==> config.mk <==
export PLATFORM = sky130hd
export DESIGN_NAME = vpbd_window
export DESIGN_NICKNAME = d
export VERILOG_FILES = /design/src/hw/rtl/valid_pixel_boundary_detect_top_macros.svh /design/src/hw/rtl/vpbd_pkg.sv /design/src/hw/rtl/vpbd_window.sv
export SDC_FILE = /design/constraint.sdc
export NUM_CORES = 1
export LEC_CHECK = 0
export ABC_AREA = 1
export BUFFER_PORTS_ARGS = -buffer_cell sky130_fd_sc_hd__buf_2
export CORE_MARGIN = 4
export CORE_UTILIZATION = 23
export CTS_BUF_LIST = sky130_fd_sc_hd__clkbuf_4
export DETAILED_ROUTE_END_ITERATION = 8
export GPL_ROUTABILITY_DRIVEN = 0
export SYNTH_ARGS = -nofsm -noshare
export SYNTH_HDL_FRONTEND = slang
export SYNTH_SLANG_ARGS = --single-unit
==> constraint.sdc <==
create_clock -name clk -period 2 [get_ports clk]
set_clock_uncertainty 0.05 [all_clocks]
set_input_delay 0.4 -clock clk [delete_from_list [all_inputs] [get_ports clk]]
set_output_delay 0.4 -clock clk [all_outputs]
set_load 0.02 [all_outputs]
==> src/hw/rtl/valid_pixel_boundary_detect_top_macros.svh <==
`ifndef VALID_PIXEL_BOUNDARY_DETECT_TOP_MACROS_SVH
`define VALID_PIXEL_BOUNDARY_DETECT_TOP_MACROS_SVH

// Same-cycle implication, sampled on clk, off during reset.
`define VPBD_ASSERT_NOW(label, ante, cons, msg) \
    label: assert property (@(posedge clk) disable iff (!rst_n) (ante) |-> (cons)) \
        else $error(msg);

// Next-cycle implication, sampled on clk, off during reset.
`define VPBD_ASSERT_NEXT(label, ante, cons, msg) \
    label: assert property (@(posedge clk) disable iff (!rst_n) (ante) |=> (cons)) \
        else $error(msg);

`endif

==> src/hw/rtl/vpbd_pkg.sv <==
`default_nettype none

package vpbd_pkg;

    localparam int MAX_WIDTH  = 2048;
    localparam int MAX_HEIGHT = 2048;

    localparam int COL_W   = $clog2(MAX_WIDTH);
    localparam int ROW_W   = $clog2(MAX_HEIGHT);
    localparam int SIZE_W  = 12;
    localparam int DEPTH_W = 16;
    localparam int COUNT_W = 23;

    localparam logic [COUNT_W-1:0] COUNT_MAX  = {COUNT_W{1'b1}};
    localparam logic [8:0]         NEIGH_MASK = 9'h1EF;

    localparam logic [SIZE_W-1:0] WIDTH_RESET  = SIZE_W'(512);
    localparam logic [SIZE_W-1:0] HEIGHT_RESET = SIZE_W'(424);

    localparam logic [0:0] REG_FRAME_WIDTH  = 1'b0;
    localparam logic [0:0] REG_FRAME_HEIGHT = 1'b1;

    // Pixel in flight between the counter stage and the window stage.
    typedef struct packed {
        logic             cur;
        logic             frame_start;
        logic [COL_W-1:0] col;
        logic [ROW_W-1:0] row;
        logic             interior;
        logic             done;
        logic             has_result;
    } vpbd_item_t;

    function automatic logic [SIZE_W-1:0] clamp_size(input logic [SIZE_W-1:0] v,
                                                     input logic [SIZE_W-1:0] hi);
        logic [SIZE_W-1:0] res;
        if (v < SIZE_W'(3))
            res = SIZE_W'(3);
        else if (v > hi)
            res = hi;
        else
            res = v;
        return res;
    endfunction

endpackage

`default_nettype wire

==> src/hw/rtl/vpbd_window.sv <==
`default_nettype none

module vpbd_window (
    input  wire logic                         clk,
    input  wire logic                         rst_n,
    input  wire logic                         fire,
    input  wire vpbd_pkg::vpbd_item_t         item,
    input  wire logic                         up,
    input  wire logic                         mid,
    input  wire logic                         out_ready,
    output logic                              out_valid,
    output logic                              edge_mark,
    output logic [vpbd_pkg::COL_W-1:0]        pixel_col,
    output logic [vpbd_pkg::ROW_W-1:0]        pixel_row,
    output logic [vpbd_pkg::COUNT_W-1:0]      edge_count,
    output logic                              frame_done
);
    import vpbd_pkg::*;

    logic [8:0]         win_reg, win_next;
    logic [COUNT_W-1:0] total_reg, total_next, base;
    logic               mark;
    logic               valid_reg;

    // Oldest column sits in the low bits; new column is {cur, mid, up}.
    assign win_next = {item.cur, mid, up, win_reg[8:3]};
    assign mark     = item.has_result && item.interior && win_next[4]
                      && ((win_next & NEIGH_MASK) != NEIGH_MASK);
    assign base     = item.frame_start ? '0 : total_reg;
    assign total_next = (mark && (base != COUNT_MAX)) ? base + COUNT_W'(1) : base;

    always_ff @(posedge clk or negedge rst_n)
    begin
        if (!rst_n)
        begin
            win_reg   <= '0;
            total_reg <= '0;
            valid_reg <= 1'b0;
        end
        else
        begin
            if (fire)
            begin
                win_reg   <= win_next;
                total_reg <= total_next;
            end
            if (fire && item.has_result)
                valid_reg <= 1'b1;
            else if (out_ready)
                valid_reg <= 1'b0;
        end
    end

    always_ff @(posedge clk)
    begin
        if (fire && item.has_result)
        begin
            edge_mark  <= mark;
            pixel_col  <= item.col - COL_W'(1);
            pixel_row  <= item.row - ROW_W'(1);
            edge_count <= total_next;
            frame_done <= item.done;
        end
    end

    assign out_valid = valid_reg;

endmodule

`default_nettype wire

==> impl_metrics.csv, run 1 <==
group,metric,value,unit
status,status,"complete, no violations",
drt,firstDrtPassIters,4,
sta,worst_slack,0.008122,ns
place,io_buffers,80,
grt,grt-ovfl-total,0,
critical_path,cp_cell_sequence,"inv_2, nor2_2, ha_2, nand2_2, inv_1, nand2_2, buf_4, nor3_1, nand4_1, and2_1",
critical_path,endpoint_kind,"flip-flop",
place,dpl.hpwl,7192,um
die,dieHeight,141.2,um
die,initial_utilization,0.2350,
clocking,clock_path_buffers,2,
place,numPlacedInstances,801,
grt,grt_pass1_wl,15930,um
synth,synthTopCellsByArea,"edfxtp_1 35%, dfrtp_1 18%, nand2_1 12%",
clocking,numCtsBuffers,9,
synth,synth_ff_type,"edfxtp_1",
place,preCtsSetupSlack,-0.2583,ns
power_and_ir_drop,fin_total_pwr,3.144,mW
synth,synth_fp_nets,499,
grt,antenna_found_initial,0,
finish,seqCellArea,0.002162,mm^2
finish,multi_input_area,0.001838,mm^2
min_path,hold_depth,2,
clocking,clk_latency,0.46,ns
synth,synth_edf_count,47,
critical_path,crit_top_cell,"nand2_2",
synth,yosys_warnings,0,
min_path,min-delay-start,"out_ready",
sta,rsz0062_at_grt,"true",
clocking,path_clk_slew,0.13,ns
synth,synthCells,463,
power_and_ir_drop,combPwrFrac,0.119,
synth,synthTopCellsByCount,"135 x nand2_1, 48 x inv_1, 48 x nor2_1",
clocking,htree_levels,3,
sta,worst_pin_slew,0.7558,ns
clocking,clock-sinks,77,
critical_path,slowest_stage,"dfrtp_1",
sta,fmax,0.5020,GHz
critical_path,path_class,"reg -> reg",
power_and_ir_drop,seqPwrFrac,0.571,
synth,synth_most_common_cell,"nand2_1",
power_and_ir_drop,peakVddDrop,0.0003620,V
critical_path,cp-start-kind,"flip-flop",
finish,nNetsFinal,631,
power_and_ir_drop,p_int,2.285,mW
drt,ant_nets,0,
critical_path,worstPathArrival,2.17,ns
critical_path,cp_data_required_time,2.18,ns
power_and_ir_drop,leakage,2.390,nW
power_and_ir_drop,p_per_area,574.6,mW/mm^2
clocking,tritoncts,"yes",
finish,stdcell_count,825,
die,die_w,141.2,um
synth,yosys.area.top_type,"edfxtp_1",
grt,grt_max_degree,48,
sta,min_period,1.992,ns
synth,synth_area_per_cell,8.810,um^2
synth,synth_top_area_frac,0.3460,
sta,setup_viol,0,
drt,drt-total-wl,9993,um
critical_path,reg2reg_slack,0.008,ns
drt,routed_via_density,4.073,
power_and_ir_drop,swShare,0.2733,
drt,drc_errors,0,
die,core,0.01736,mm^2
sta,whs,0.05587,ns
drt,wl_per_cell,12.11,um
die,fp.dieArea,0.01993,mm^2
critical_path,cp_max_fo,3,
synth,yosysSeqAreaShare,0.5301,
synth,syn_area,0.004079,mm^2
finish,fillCellCount,1846,
drt,drt_iter0_markers,136,
drt,via_count,3360,
power_and_ir_drop,clkPwrFrac,0.310,
critical_path,slowest_delay,0.39,ns
synth,ys_types,34,
min_path,hold_path_class,"in -> reg",
sta,final_hold_viol_count,0,
min_path,holdPathEnd,"out_valid",
sta,period_share,0.9959,
job,maxCapViolations,0,
critical_path,reg2reg_from,"total_reg[1]",
die,io_pins,81,
critical_path,rr_endpoint,"edge_count[6]",
clocking,cts_root_buffer,"clkbuf_4",
grt,grt_util_all_layers,0.1018,
grt,grt_pass1_vias,3221,
power_and_ir_drop,p_sw,0.8592,mW
finish,drive_gt1_frac,0.3833,
finish,area_growth,34.14,%
synth,synthArstFlopShare,0.3896,
critical_path,worstRegToRegCells,10,
finish,antenna_cells,0,
sta,slew_violations,0,
sta,slew_headroom,0.4961,
die,core.rowCount,48,
synth,synth_seq_cells,77,
-- layout by cell type, fill, tap and decap left out, drive strengths merged, types with 2 or more instances in the layout --
cell type / instances
xnor2: 7
clkinvlp: 3
clkinv: 2
clkbuf: 9
inv: 53
dfrtp: 30
nand2: 145
buf: 133
o21ai: 18
and2: 10
nand3b: 4
xor2: 14
edfxtp: 47
nand3: 42
nand4: 7
nor4: 3
ha: 3
nor3: 5
nor2: 59
-- power groups by stage --
stage	Combinational (mW)	Sequential [mW]	Clock [mW]
2_1_floorplan	0.125	1.90	0
3_3_place_gp	0.362	1.83	0
3_5_place_dp	0.366	1.83	0
4_1_cts	0.371	1.80	1.03
5_1_grt	0.413	1.81	1.09
6_report	0.373	1.80	0.975
-- worst max-delay path by stage --
stage | startpoint | to | slack, ns
final | total_reg[1] | edge_count[6] | 0.008
after CTS | total_reg[1] | edge_count[11] | -0.01
after global placement | item[25] | edge_count[1] | -0.20
after detailed placement | item[25] | edge_count[1] | -0.26
after global routing | total_reg[1] | edge_count[6] | -0.19
after floorplan | item[25] | edge_count[14] | -0.005
-- kinds of logic after synthesis --
family                   after synthesis  share of synthesized area
AO/OA/AOI/OAI                         19                    0.02515
XOR/XNOR                              21                    0.04693
adder cells (fa/ha/maj)                3                   0.009203
buffers and inverters                 65                    0.06901
flip-flops                            77                     0.5301
AND/OR/NAND/NOR                      278                     0.3196
-- critical path, delay by kind of cell, from the launching register on --
kind,cells,cell delay (ns)
adders and majority gates,1,0.19
buffers and inverters,3,0.31
DFF,1,0.39
and+or+nand+nor,6,0.82
-- final cells by class --
type / instances / area share
well taps: 225 / 0.05145
repair buffers: 134 / 0.1555
multi-input cells: 321 / 0.3359
flip-flops and latches: 77 / 0.3952
inverters: 52 / 0.03636
clock inverters: 7 / 0.01326
clock buffers: 9 / 0.01235
-- per-stage QoR --
step | setup TNS [ns] | area, um^2 | utilization
5_1_grt | -3.697 | 5472 | 0.3152
3_5_place_dp | -7.530 | 5039 | 0.2903
2_1_floorplan | -0.005464 | 4088 | -
4_1_cts | -0.03398 | 5220 | 0.3008
6_report | 0 | 5472 | 0.3152
3_3_place_gp | -5.686 | 5039 | 0.2903
-- layer usage --
layer / vias to the layer above / part of all wire / track usage / routed length (um)
li1: 1753 / - / - / -
met1: 1512 / 0.47 / 0.1331 / 4665
met2: 81 / 0.46 / 0.1603 / 4551
met3: 14 / 0.061 / 0.03087 / 610
met4: 0 / 0.017 / 0.03519 / 165
met5: - / 0 / 0 / 0
-- repair_timing --
item                                   in CTS  in global routing
cloned                                      1                  0
pin swaps                                   7                 28
setup endpoints to repair                   8                 46
endpoints found under the hold margin      30                  0
gates resized for setup                     7                 63
hold buffers                                1                  0
setup buffers                               1                  5
Note: power is estimated with default switching activity, not from simulation.
==> inputs of run 2 (changes only) <==
--- a/config.mk
+++ b/config.mk
@@ -5,13 +5,16 @@
 export SDC_FILE = /design/constraint.sdc
 export NUM_CORES = 1
 export LEC_CHECK = 0
-export ABC_AREA = 1
 export BUFFER_PORTS_ARGS = -buffer_cell sky130_fd_sc_hd__buf_2
+export CELL_PAD_IN_SITES_DETAIL_PLACEMENT = 1
+export CELL_PAD_IN_SITES_GLOBAL_PLACEMENT = 2
 export CORE_MARGIN = 4
 export CORE_UTILIZATION = 23
 export CTS_BUF_LIST = sky130_fd_sc_hd__clkbuf_4
 export DETAILED_ROUTE_END_ITERATION = 8
 export GPL_ROUTABILITY_DRIVEN = 0
+export MAX_ROUTING_LAYER = met4
+export PLACE_DENSITY_LB_ADDON = 0.1
 export SYNTH_ARGS = -nofsm -noshare
 export SYNTH_HDL_FRONTEND = slang
 export SYNTH_SLANG_ARGS = --single-unit
==> impl_metrics.csv, run 2 <==
group,metric,value,unit
status,status,"finished with violations",
status,violations,"setup timing",
synth,syn_area,0.003925,mm^2
sta,period_share,1.042,
synth,synth_fp_nets,389,
critical_path,cp_num_buf_inv,2,
synth,yosys.area.top_type,"edfxtp_1",
sta,slew_violations,0,
synth,synth_top_area_frac,0.3596,
critical_path,cpLargestDelayFamily,"simple AND/OR/NAND/NOR gates",
clocking,cts_root_buffer,"clkbuf_4",
clocking,path_clk_slew,0.14,ns
synth,synth_ff_type,"edfxtp_1",
critical_path,slowest_stage,"or4_4",
clocking,clock_path_buffers,2,
sta,setup_viol,13,
power_and_ir_drop,p_per_area,617.1,mW/mm^2
drt,drt-total-wl,12210,um
power_and_ir_drop,peakVddDrop,0.0003014,V
finish,seqCellArea,0.002163,mm^2
finish,drive_gt1_frac,0.4432,
finish,multi_input_area,0.001856,mm^2
drt,firstDrtPassIters,4,
critical_path,path_class,"reg -> reg",
finish,area_growth,43.23,%
sta,min_period,2.083,ns
synth,synthCells,353,
synth,synthTopCellsByCount,"47 x edfxtp_1, 36 x nand2_1, 30 x dfrtp_1",
critical_path,worstPathArrival,2.40,ns
grt,grt_pass1_vias,3587,
min_path,hold_path_class,"in -> reg",
drt,routed_via_density,4.539,
critical_path,cp_cell_sequence,"buf_6, and4b_1, o211ai_1, buf_4, or2_4, or4_4, o221ai_2",
sta,slew_headroom,0.6955,
die,core,0.01664,mm^2
finish,stdcell_count,740,
drt,wl_per_cell,16.50,um
die,die_w,138.6,um
sta,fmax,0.4800,GHz
drt,drt_iter0_markers,96,
min_path,min-delay-start,"item[1]",
synth,synth_edf_count,47,
grt,grt_max_degree,31,
clocking,numCtsBuffers,9,
sta,whs,0.06538,ns
critical_path,reg2reg_from,"total_reg[0]",
synth,synth_seq_cells,77,
drt,drc_errors,0,
critical_path,endpoint_kind,"flip-flop",
critical_path,cp-start-kind,"flip-flop",
clocking,clock-sinks,77,
place,dpl.hpwl,8715,um
clocking,htree_levels,3,
synth,yosysSeqAreaShare,0.5508,
die,core.rowCount,47,
grt,grt-ovfl-total,0,
critical_path,cp_data_required_time,2.32,ns
finish,fillCellCount,1864,
clocking,clk_latency,0.45,ns
critical_path,critPathLaunch,"total_reg[0]",
finish,nNetsFinal,550,
die,fp.dieArea,0.01922,mm^2
power_and_ir_drop,fin_total_pwr,3.469,mW
grt,antenna_found_initial,1,
drt,ant_nets,0,
synth,synth_most_common_cell,"edfxtp_1",
sta,worst_slack,-0.08345,ns
finish,mostFrequentLayoutCells,"80 x buf_2, 74 x buf_4, 47 x edfxtp_1, 34 x nand2_1, 29 x dfrtp_1",
power_and_ir_drop,leakage,2.308,nW
die,dieHeight,138.6,um
critical_path,cp_max_fo,4,
synth,ys_types,59,
clocking,tritoncts,"yes",
sta,rsz0062_at_grt,"true",
die,initial_utilization,0.2358,
finish,mostFrequentLayoutCell,"buf_2",
drt,via_count,3359,
place,io_buffers,80,
sta,worst_pin_slew,0.4568,ns
grt,grt_util_all_layers,0.1310,
synth,synth_area_per_cell,11.12,um^2
die,io_pins,81,
grt,grt_pass1_wl,19400,um
sta,final_hold_viol_count,0,
synth,synthTopCellsByArea,"edfxtp_1 36%, dfrtp_1 19%, xor2_1 3.8%",
synth,yosys_warnings,0,
job,maxCapViolations,0,
place,numPlacedInstances,717,
critical_path,slowest_delay,0.52,ns
synth,synthArstFlopShare,0.3896,
## run 2: layout make-up
type | instances | share of cell area
sequential | 77 | 0.3848
multi-input combinational | 244 | 0.3301
timing repair buffer | 165 | 0.1950
tap | 220 | 0.04897
clock inverter | 7 | 0.01736
clock buffer | 9 | 0.01202
inverter | 17 | 0.01135
antenna | 1 | 0.0004451
## run 2: through the flow
step                worst slack (ns)  instance area (um^2)  setup TNS (ns)    util
detailed placement           -0.4296                  5185          -13.12  0.3116
global placement             -0.3741                  5185          -11.65  0.3116
floorplan                    -0.2696                  3998          -4.293       -
finish                      -0.08345                  5622         -0.7024  0.3378
CTS                         -0.06499                  5474         -0.3931  0.3289
global route                 -0.1525                  5622          -1.966  0.3378
## run 2: repair_timing
item	in CTS	in global routing
buffers inserted	3	3
pin swaps	5	14
hold endpoints to repair	30	0
endpoints found under the setup margin	39	32
hold buffers	1	0
cloned	0	0
resized for setup	22	29
## run 2: metal layers
metal	part of all wire	GRT usage
met5	0	-
met1	0.48	0.1670
met3	0.038	0.02828
met4	0.014	0.04789
met2	0.47	0.2061
## run 2: worst reg2reg max path, stage by stage, from the launching register on
cell      delay (ns)
dfrtp_1         0.44
buf_6           0.12
and4b_1         0.18
o211ai_1        0.17
buf_4           0.21
or2_4           0.24
or4_4           0.52
o221ai_2        0.08
## run 2: power by group
group	switching (mW)	internal, mW	leakage [nW]
sequential	0.0388	1.79	0.831
clock	0.633	0.513	0.0846
combinational	0.285	0.211	1.39
total	0.957	2.51	2.31
## run 2: path summary, 6_finish.rpt
check / to / slack [ns] / cells past startpoint
worst max-delay path: total_reg[19] / -0.08 / 7
worst min-delay path: frame_done / 0.07 / 1
worst max register to register: total_reg[19] / -0.08 / 7
worst min register to register: out_valid / 0.46 / 1
max in group asynchronous: total_reg[14] / 1.11 / 3
min in group asynchronous: total_reg[22] / 0.44 / 3
## run 2: cell families after synthesis
logic type	count (synthesis)	share of synthesized area
xor+xnor	32	0.07141
fa+ha+maj	3	0.009564
compound gates	49	0.09564
buf+inv	32	0.03347
simple gates	152	0.2161
mux	8	0.02295
flops	77	0.5508
==> inputs of run 3 (changes only) <==
--- a/config.mk
+++ b/config.mk
@@ -15,6 +15,7 @@
 export GPL_ROUTABILITY_DRIVEN = 0
 export MAX_ROUTING_LAYER = met4
 export PLACE_DENSITY_LB_ADDON = 0.1
+export REMOVE_ABC_BUFFERS = 1
 export SYNTH_ARGS = -nofsm -noshare
 export SYNTH_HDL_FRONTEND = slang
 export SYNTH_SLANG_ARGS = --single-unit
==> impl_metrics.csv, run 3 (synthesis gave the netlist of run 2 again) <==
group,metric,value,unit
status,status,"finished with violations",
status,violations,"setup timing",
critical_path,cp-start-kind,"flip-flop",
grt,grt_max_degree,31,
power_and_ir_drop,swShare,0.2865,
critical_path,cp_max_fo,6,
clocking,htree_levels,3,
finish,mostFrequentLayoutCells,"89 x buf_4, 79 x buf_2, 47 x edfxtp_1, 35 x nand2_1, 30 x dfrtp_1",
critical_path,slowest_stage,"dfrtp_1",
power_and_ir_drop,clkPwrFrac,0.273,
sta,slew_violations,0,
critical_path,cp.depth,7,
clocking,clk_latency,0.46,ns
clocking,tritoncts,"yes",
min_path,hold_path_class,"in -> reg",
drt,drt_iter0_markers,104,
critical_path,slowest_delay,0.44,ns
critical_path,cp_num_buf_inv,1,
drt,firstDrtPassIters,4,
finish,drive_gt1_frac,0.4499,
grt,grt-ovfl-total,0,
critical_path,path_class,"reg -> reg",
clocking,numCtsBuffers,9,
clocking,clock-sinks,77,
critical_path,cpLargestDelayFamily,"simple AND/OR/NAND/NOR gates",
finish,mostFrequentLayoutCell,"buf_4",
sta,slew_headroom,0.6902,
place,numPlacedInstances,719,
sta,fmax,0.4828,GHz
finish,nNetsFinal,560,
die,initial_utilization,0.2358,
critical_path,cp_data_required_time,2.35,ns
place,dpl.hpwl,8516,um
finish,area_growth,42.72,%
die,dieHeight,138.6,um
place,io_buffers,80,
finish,antenna_cells,0,
grt,antenna_found_initial,0,
power_and_ir_drop,p_int,2.265,mW
power_and_ir_drop,peakVddDrop,0.0002679,V
drt,routed_via_density,4.517,
drt,drc_errors,0,
die,core.rowCount,47,
critical_path,endpoint_kind,"flip-flop",
drt,via_count,3383,
die,die_w,138.6,um
power_and_ir_drop,p_sw,0.9092,mW
sta,final_hold_viol_count,0,
power_and_ir_drop,combPwrFrac,0.152,
clocking,clock_path_buffers,2,
sta,whs,0.07916,ns
finish,post-route-util,0.3366,
sta,worst_pin_slew,0.4647,ns
grt,grt_util_all_layers,0.1326,
sta,min_period,2.071,ns
die,io_pins,81,
drt,ant_nets,0,
grt,grt_pass1_vias,3671,
power_and_ir_drop,p_per_area,566.6,mW/mm^2
finish,fillCellCount,1913,
critical_path,worstRegToRegCells,7,
sta,rsz0062_at_grt,"true",
critical_path,cp_cell_sequence,"nor2b_4, ha_4, and2_4, buf_4, a311o_2, nor4_1, a221o_1",
grt,grt_pass1_wl,19910,um
min_path,hold_depth,1,
die,fp.dieArea,0.01922,mm^2
drt,wl_per_cell,16.11,um
power_and_ir_drop,seqPwrFrac,0.575,
clocking,cts_root_buffer,"clkbuf_4",
sta,worst_slack,-0.07124,ns
job,maxCapViolations,0,
power_and_ir_drop,leakage,2.346,nW
critical_path,worstPathArrival,2.42,ns
drt,drt-total-wl,12070,um
clocking,path_clk_slew,0.13,ns
sta,period_share,1.036,
die,core,0.01664,mm^2
finish,stdcell_count,749,
sta,setup_viol,15,
-- run 3: cell count changes in the layout (fill, tap and decap cells not counted), moves of 3 or more --
cell / change
buf_4: +15
o21ai_1: +6
buf_6: -5
o21ai_0: -4
nand3_1: +3
or4_1: -3
or4_4: +3
-- run 3: power by group through the flow --
stage / logic [mW] / registers, mW / clock network [mW]
2_1_floorplan: 0.127 / 1.94 / 0
3_3_place_gp: 0.466 / 1.86 / 0
3_5_place_dp: 0.469 / 1.86 / 0
4_1_cts: 0.486 / 1.83 / 0.938
5_1_grt: 0.530 / 1.84 / 0.985
6_report: 0.483 / 1.82 / 0.867
-- run 3: final timing paths --
check	start	to	slack, ns
worst max-delay path	total_reg[0]	total_reg[15]	-0.07
worst min-delay path	item[1]	frame_done	0.08
worst max register to register	total_reg[0]	total_reg[15]	-0.07
worst min register to register	out_valid	out_valid	0.44
max in group asynchronous	rst_n	total_reg[9]	1.12
min in group asynchronous	rst_n	total_reg[18]	0.44
-- run 3: what timing repair did --
action	4_1_cts	5_1_grt
gates resized for setup	21	36
buffers inserted	6	6
endpoints found under the hold margin	30	0
gates cloned	1	0
setup endpoints to repair	32	38
pin swaps	13	18
hold buffers	1	0
-- run 3: per-layer routing --
metal	GRT usage	part of all wire	routed length, um	up-vias
met4	0.05149	0.020	242	0
met2	0.2071	0.46	5602	78
li1	-	-	-	1660
met3	0.02828	0.039	472	16
met5	-	0	0	-
met1	0.1693	0.48	5747	1629
-- run 3: worst register-to-register path, stage by stage (launching register included) --
cell and delay, ns:
dfrtp_1 0.44, nor2b_4 0.16, ha_4 0.18, and2_4 0.15
buf_4 0.13, a311o_2 0.41, nor4_1 0.33, a221o_1 0.17
-- run 3: layout make-up --
type | instances | area [um^2] | share of cell area
clock buffers | 11 | 82.58 | 0.01474
inverters | 17 | 63.81 | 0.01139
repair buffers | 174 | 1147 | 0.2048
well taps | 220 | 275.3 | 0.04914
flip-flops and latches | 77 | 2162 | 0.3860
clock inverters | 5 | 28.78 | 0.005137
multi-input cells | 245 | 1842 | 0.3288
-- run 3: through the flow --
stage / area [um^2] / setup TNS (ns) / worst slack, ns / total power [mW]
after floorplan: 3857 / -0.7308 / -0.1595 / 2.066
after global placement: 5167 / -15.50 / -0.4500 / 2.324
after detailed placement: 5167 / -16.39 / -0.4729 / 2.330
after CTS: 5431 / -0.4699 / -0.1033 / 3.251
after global routing: 5602 / -2.561 / -0.1573 / 3.352
final: 5602 / -0.3342 / -0.07124 / 3.174
